`src/rtl/nga_pkg.sv`:
```
// shared types, constants and helpers of the n-body gravity accumulator
`timescale 1ns / 1ps
`default_nettype none
package nga_pkg;

    localparam int IDX_W   = 10;
    localparam int POS_W   = 32;
    localparam int ACC_W   = 48;
    localparam int CFG_W   = 32;
    localparam int BCNT_W  = 11;
    localparam int CIDX_W  = 2;
    localparam int MAG_W   = 33;
    localparam int S_W     = 51;
    localparam int ROOT_W  = 32;
    localparam int GM_W    = 64;
    localparam int DEN_W   = 83;
    localparam int PROD_W  = 97;
    localparam int NUM_W   = 103;
    localparam int QUO_W   = 47;

    localparam int MUL_STEPS  = MAG_W;
    localparam int SQRT_STEPS = 32;
    localparam int DIV_STEPS  = QUO_W;

    localparam logic [CIDX_W-1:0] CFG_BODY_COUNT    = 2'd0;
    localparam logic [CIDX_W-1:0] CFG_GRAVITY_CONST = 2'd1;
    localparam logic [CIDX_W-1:0] CFG_SOFTENING_SQ  = 2'd2;

    localparam logic CMD_STORE = 1'b0;
    localparam logic CMD_QUERY = 1'b1;

    typedef enum logic [1:0] {
        MUL_SQ  = 2'd0,
        MUL_GM  = 2'd1,
        MUL_DEN = 2'd2,
        MUL_NUM = 2'd3
    } mul_sel_t;

    typedef enum logic [1:0] {
        AXIS_X = 2'd0,
        AXIS_Y = 2'd1,
        AXIS_Z = 2'd2
    } axis_t;

    typedef struct packed {
        logic     cap_req;
        logic     mem_wr;
        logic     rd_self;
        logic     cap_self;
        logic     walk_init;
        logic     rd_body;
        logic     cap_body;
        logic     j_inc;
        logic     mul_start;
        mul_sel_t mul_sel;
        logic     sqrt_start;
        logic     div_start;
        logic     acc_en;
        axis_t    axis;
        logic     out_load;
    } dp_cmd_t;

    typedef struct packed {
        logic is_query;
        logic idx_ok;
        logic walk_done;
        logic is_self;
        logic s_zero;
        logic mul_done;
        logic sqrt_done;
        logic div_done;
    } dp_status_t;

    function automatic axis_t next_axis(axis_t a);
        axis_t r;
        case (a)
            AXIS_X:  r = AXIS_Y;
            AXIS_Y:  r = AXIS_Z;
            default: r = AXIS_X;
        endcase
        return r;
    endfunction

    function automatic logic [MAG_W-1:0] abs33(logic signed [MAG_W-1:0] v);
        logic [MAG_W-1:0] r;
        r = v[MAG_W-1] ? MAG_W'(-v) : MAG_W'(v);
        return r;
    endfunction

    // clamp a 49-bit sum back to the 48-bit accumulator range
    function automatic logic [ACC_W-1:0] sat_acc(logic [ACC_W:0] s);
        logic [ACC_W-1:0] r;
        if (s[ACC_W] != s[ACC_W-1])
        begin
            r = s[ACC_W] ? {1'b1, {(ACC_W-1){1'b0}}} : {1'b0, {(ACC_W-1){1'b1}}};
        end
        else
        begin
            r = s[ACC_W-1:0];
        end
        return r;
    endfunction

endpackage
`default_nettype wire

```
`src/rtl/nga_ctrl.sv`:
```
// sequencer for stores, queries and the per-body interaction steps
`timescale 1ns / 1ps
`default_nettype none
module nga_ctrl
    import nga_pkg::*;
(
    input  wire logic       clk,
    input  wire logic       rst_n,
    input  wire logic       in_valid,
    output logic            in_ready,
    input  wire logic       out_busy,
    input  wire dp_status_t status,
    output dp_cmd_t         cmd
);

    typedef enum logic [17:0] {
        S_IDLE      = 18'h00001,
        S_DECODE    = 18'h00002,
        S_CAP_SELF  = 18'h00004,
        S_WALK      = 18'h00008,
        S_CAP_BODY  = 18'h00010,
        S_SQ_GO     = 18'h00020,
        S_SQ_WAIT   = 18'h00040,
        S_CHK_S     = 18'h00080,
        S_GM_WAIT   = 18'h00100,
        S_SQRT_WAIT = 18'h00200,
        S_DEN_GO    = 18'h00400,
        S_DEN_WAIT  = 18'h00800,
        S_NUM_GO    = 18'h01000,
        S_NUM_WAIT  = 18'h02000,
        S_DIV_GO    = 18'h04000,
        S_DIV_WAIT  = 18'h08000,
        S_ACC       = 18'h10000,
        S_FINISH    = 18'h20000
    } state_t;

    state_t state_reg, state_next;
    axis_t  axis_reg, axis_next;

    always_ff @(posedge clk or negedge rst_n)
    begin
        if (!rst_n)
        begin
            state_reg <= S_IDLE;
            axis_reg  <= AXIS_X;
        end
        else
        begin
            state_reg <= state_next;
            axis_reg  <= axis_next;
        end
    end

    assign in_ready = (state_reg == S_IDLE);

    always_comb
    begin
        state_next = state_reg;
        axis_next  = axis_reg;
        cmd        = '0;
        cmd.axis   = axis_reg;
        case (state_reg)
            S_IDLE:
            begin
                if (in_valid)
                begin
                    cmd.cap_req = 1'b1;
                    state_next  = S_DECODE;
                end
            end
            S_DECODE:
            begin
                if (!status.is_query)
                begin
                    cmd.mem_wr = 1'b1;
                    state_next = S_IDLE;
                end
                else if (status.idx_ok)
                begin
                    cmd.rd_self = 1'b1;
                    state_next  = S_CAP_SELF;
                end
                else
                begin
                    state_next = S_FINISH;
                end
            end
            S_CAP_SELF:
            begin
                cmd.cap_self  = 1'b1;
                cmd.walk_init = 1'b1;
                state_next    = S_WALK;
            end
            S_WALK:
            begin
                if (status.walk_done)
                begin
                    state_next = S_FINISH;
                end
                else if (status.is_self)
                begin
                    cmd.j_inc = 1'b1;
                end
                else
                begin
                    cmd.rd_body = 1'b1;
                    state_next  = S_CAP_BODY;
                end
            end
            S_CAP_BODY:
            begin
                cmd.cap_body = 1'b1;
                axis_next    = AXIS_X;
                state_next   = S_SQ_GO;
            end
            S_SQ_GO:
            begin
                cmd.mul_start = 1'b1;
                cmd.mul_sel   = MUL_SQ;
                state_next    = S_SQ_WAIT;
            end
            S_SQ_WAIT:
            begin
                if (status.mul_done)
                begin
                    axis_next  = next_axis(axis_reg);
                    state_next = (axis_reg == AXIS_Z) ? S_CHK_S : S_SQ_GO;
                end
            end
            S_CHK_S:
            begin
                // a zero denominator contributes nothing
                if (status.s_zero)
                begin
                    cmd.j_inc  = 1'b1;
                    state_next = S_WALK;
                end
                else
                begin
                    cmd.mul_start = 1'b1;
                    cmd.mul_sel   = MUL_GM;
                    state_next    = S_GM_WAIT;
                end
            end
            S_GM_WAIT:
            begin
                if (status.mul_done)
                begin
                    cmd.sqrt_start = 1'b1;
                    state_next     = S_SQRT_WAIT;
                end
            end
            S_SQRT_WAIT:
            begin
                if (status.sqrt_done)
                begin
                    state_next = S_DEN_GO;
                end
            end
            S_DEN_GO:
            begin
                cmd.mul_start = 1'b1;
                cmd.mul_sel   = MUL_DEN;
                state_next    = S_DEN_WAIT;
            end
            S_DEN_WAIT:
            begin
                if (status.mul_done)
                begin
                    state_next = S_NUM_GO;
                end
            end
            S_NUM_GO:
            begin
                cmd.mul_start = 1'b1;
                cmd.mul_sel   = MUL_NUM;
                state_next    = S_NUM_WAIT;
            end
            S_NUM_WAIT:
            begin
                if (status.mul_done)
                begin
                    state_next = S_DIV_GO;
                end
            end
            S_DIV_GO:
            begin
                cmd.div_start = 1'b1;
                state_next    = S_DIV_WAIT;
            end
            S_DIV_WAIT:
            begin
                if (status.div_done)
                begin
                    state_next = S_ACC;
                end
            end
            S_ACC:
            begin
                cmd.acc_en = 1'b1;
                axis_next  = next_axis(axis_reg);
                if (axis_reg == AXIS_Z)
                begin
                    cmd.j_inc  = 1'b1;
                    state_next = S_WALK;
                end
                else
                begin
                    state_next = S_NUM_GO;
                end
            end
            S_FINISH:
            begin
                if (!out_busy)
                begin
                    cmd.out_load = 1'b1;
                    state_next   = S_IDLE;
                end
            end
            default:
            begin
                state_next = S_IDLE;
            end
        endcase
    end

    a_mul_done_waiting: assert property (@(posedge clk) disable iff (!rst_n)
        status.mul_done |-> (state_reg == S_SQ_WAIT || state_reg == S_GM_WAIT ||
                             state_reg == S_DEN_WAIT || state_reg == S_NUM_WAIT))
        else $error("multiplier finished outside a wait state");

    a_sqrt_done_waiting: assert property (@(posedge clk) disable iff (!rst_n)
        status.sqrt_done |-> state_reg == S_SQRT_WAIT)
        else $error("root finished outside its wait state");

    a_div_done_waiting: assert property (@(posedge clk) disable iff (!rst_n)
        status.div_done |-> state_reg == S_DIV_WAIT)
        else $error("divider finished outside its wait state");

    a_load_free: assert property (@(posedge clk) disable iff (!rst_n)
        cmd.out_load |-> !out_busy)
        else $error("result loaded over a pending result");

endmodule
`default_nettype wire

```
`config.mk`:
```
export PLATFORM = sky130hd
export DESIGN_NAME = nga_ctrl
export DESIGN_NICKNAME = d
export VERILOG_FILES = /design/src/rtl/nga_pkg.sv /design/src/rtl/nga_ctrl.sv
export SDC_FILE = /design/constraint.sdc
export NUM_CORES = 1
export LEC_CHECK = 0
export BUFFER_PORTS_ARGS = -buffer_cell sky130_fd_sc_hd__buf_2
export CELL_PAD_IN_SITES_DETAIL_PLACEMENT = 0
export CELL_PAD_IN_SITES_GLOBAL_PLACEMENT = 2
export CORE_ASPECT_RATIO = 1.1
export CORE_MARGIN = 3
export CORE_UTILIZATION = 35
export DETAILED_ROUTE_END_ITERATION = 8
export PLACE_DENSITY_LB_ADDON = 0.1
export SYNTH_ARGS = -nofsm -noshare
export SYNTH_HDL_FRONTEND = slang
export SYNTH_SLANG_ARGS = --single-unit
```
`constraint.sdc`:
```
create_clock -name clk -period 5.8 [get_ports clk]
set_input_delay 0.29 -clock clk [delete_from_list [all_inputs] [get_ports clk]]
set_output_delay 0.29 -clock clk [all_outputs]
set_load 0.02 [all_outputs]
```
==> results by group <==
Die
  – Chip Width: 67.08 microns
  – IO Pins: 30
  – Die height: 73.19 microns
  – Die area: 4910 sq um
  – Row cnt: 23
  – Core region area: 3799 sq um
  – Starting Density: 0.3781

Global route
  – Met3 Track Usage GR: 0.01541
  – Grt ovf: 0
  – Vias in the first global route: 1,348
  – M2 GR Usage: 0.3035
  – Antenna violations before repair: 0
  – Largest net degree at the start of global routing: 21
  – GR met1 Demand/Resource: 0.2725
  – GRT Overall Usage: 0.1903
  – Gr busiest metal: met2
  – First-pass GRT wire length: 6.969 mm

Final layout
  – Commonest non-fill, non-tap cell in the layout: buf_2
  – Number of flip-flops in the largest register: 18
  – Antenna Cells: 0
  – Post-layout nets: around 200
  – Share of cells above drive strength 1: 0.2826
  – Commonest cells after routing, fill and taps aside: buf_2, dfrtp_1, nor2_1
  – Final core occ: 0.4312
  – Area growth from synthesis to layout: 14.02%

Power
  – Sw frac: 0.3903
  – Power Dens Cells: 271.1 nW/um^2
  – Power share of the clock group: 0.225
  – Sw power: 173.3 uW
  – Logic gate share of total power: 0.404
  – Internal: 270.7 uW
  – Flop pwr share: 0.371
  – Lkg Pwr: roughly 0.8 nW
  – VDD IR max: around 0.09 mV

Synth
  – Fraction of registers with async set/reset: 1.000
  – Mapped Nets: 169
  – FF+latch count, synth: 20
  – Post-Syn Area per Cell: roughly 9.1 sq um
  – Mapped Cells: 157
  – Sequential share of the synthesized area: 0.3493
  – Post-synth EDFFs: 0
  – YS warnings: 0
  – Post-Syn Area: 1436 sq um
  – Synth Flop Type: dfrtp_1
  – Distinct cells, synth: 52

Clock network
  – Root Driver: clkbuf_8
  – Post-CTS Setup Inserts: 0
  – Cts bufs inserted: 3
  – Hold buffers post-CTS: 0
  – CTS H-Tree Depth: 1
  – Clk sink count: 20
  – CTS tree: done
  – Reg clk slew, reported paths: 0.08 ns
  – CTS Buffer Depth: 2
  – Later-pin clock latency in the skew report: 0.26 ns
  – Post-cts sizing count: 0

Detailed routing
  – Vias/cell: 5.842
  – Final WL: 4.256 mm
  – Pre-antenna DRT Iters: 4
  – WL/cell: roughly 18 microns
  – Antenna Violating Nets Remaining: 0
  – Number of DRC markers in iteration 0: between 100 and 150
  – Remaining DRCs: 0
  – Via count: 1,367

Timing
  – Slew headroom: 0.6008
  – Final period utilization: 0.5015
  – Final slew viol count: 0
  – Final setup vio count: 0
  – Final setup skew: 0.002135 ns
  – Maximum clock rate: 0.3438 GHz
  – Fin Setup TNS: 0 ns
  – RSZ-0062 raised after global routing: no
  – Final hold vios: 19
  – Post-route minimum period: 2.908 ns
  – Final Hold Slack: -0.02146 ns
  – Least-Margin Pin Slew: 0.5933 ns

Placement
  – Number of port buffers: 29
  – Global placement routability congestion: 0.8771
  – Detail Placement HPWL: 3.306 mm

Setup path
  – CP Launch Type: flop
  – Setup CP Type: flop to output port
  – R2R depth: 6
  – Critical Path RT: 5.51 ns
  – Crit end category: output port
  – Crit Path Max Fanout: 7
  – Arrival @ worst endpoint: 2.62 ns

Flow run
  – Max-cap violations: 0

Run status
  – Violated checks: negative hold slack
  – Outcome: finished with violations

Min path
  – Worst hold path type: input port to async pin
## worst max-delay path, stage by stage (launching register included)
cell and delay (ns):
dfrtp_1 0.48, or4_1 0.71, nor4_2 0.44, nor4b_2 0.39
and2_1 0.17, buf_2 0.16
## cell families after synthesis
group                  share of synthesized area
AO/OA/AOI/OAI                             0.1446
AND/OR/NAND/NOR                           0.4312
XOR/XNOR                                 0.01830
buffers and inverters                    0.05662
flip-flops                                0.3493
## Yosys cell counts, types with 2 or more instances
master     count  area (sq um)
or4_1          4         30.03
nand2_1        4         15.01
nor2_1        13         48.80
o21ai_0        8         40.04
buf_2          2         10.01
or2_2          2         12.51
nor4_1         8         50.05
nor4b_1        4         35.03
and2_1         2         12.51
nor4_2         2         25.02
o2111ai_1      2         17.52
buf_6          3         33.78
nor2b_1        4         25.02
nand2b_1       5         31.28
and3_1         6         37.54
or4_4          4         45.04
a21oi_1        6         30.03
xor2_1         2         17.52
dfrtp_1       19         475.5
a22oi_1        2         15.01
or3b_2         2         17.52
inv_1          8         30.03
nor3_2         2         20.02
nand3_1        6         30.03
nand4_1        3         18.77
a21o_1         3         22.52
nor4b_2        2         30.03
nand3b_1       2         15.01
nor3_1         4         20.02
## stage by stage
stage | std cells | hold WS (ns) | cell area (sq um) | total power [mW] | setup slack [ns]
2_1_floorplan | 157 | -0.005591 | 1436 | 0.2999 | 3.233
3_3_place_gp | 230 | 0.2707 | 1593 | 0.3463 | 3.129
3_5_place_dp | 230 | 0.2834 | 1593 | 0.3457 | 3.151
4_1_cts | 234 | 0.006262 | 1638 | 0.4446 | 2.879
5_1_grt | 234 | 0.01909 | 1638 | 0.4711 | 2.726
6_report | 234 | -0.02146 | 1638 | 0.4440 | 2.892
## power by group through the flow
stage	Sequential (mW)	Combinational [mW]	Clock, mW
CTS	0.164	0.180	0.101
global route	0.167	0.196	0.108
finish	0.165	0.179	0.0999
floorplan	0.162	0.138	0
detailed placement	0.167	0.179	0
global placement	0.166	0.180	0
## routing by layer
| layer | wire [microns] | vias up |
|---|---|---|
| met4 | 48 | 0 |
| met2 | 2053 | 45 |
| met5 | 0 | - |
| met1 | 1946 | 666 |
| met3 | 208 | 4 |
| li1 | - | 652 |
## cell type report
cell class | count | area (sq um)
fillers | 420 | 2161
multi-input cells | 123 | 853.3
flip-flops and latches | 20 | 501.7
repair buffers | 29 | 145.1
well taps | 50 | 62.56
clock buffers | 4 | 45.04
inverters | 8 | 30.03
## path summary, 6_finish.rpt
check | start | to | slack [ns]
min | rst_n | axis_reg[0]$_DFFE_PN0P_ | -0.02
max in group asynchronous | rst_n | state_reg[0]$_DFFE_PN1P_ | 5.46
min in group clk | status[4] | state_reg[4]$_DFFE_PN0P_ | 0.22
max reg2reg | state_reg[6]$_DFFE_PN0P_ | axis_reg[1]$_DFFE_PN0P_ | 3.14
max | state_reg[6]$_DFFE_PN0P_ | cmd[16] | 2.89
min reg2reg | axis_reg[1]$_DFFE_PN0P_ | axis_reg[1]$_DFFE_PN0P_ | 0.59
Note: power is estimated with default switching activity, not from simulation.
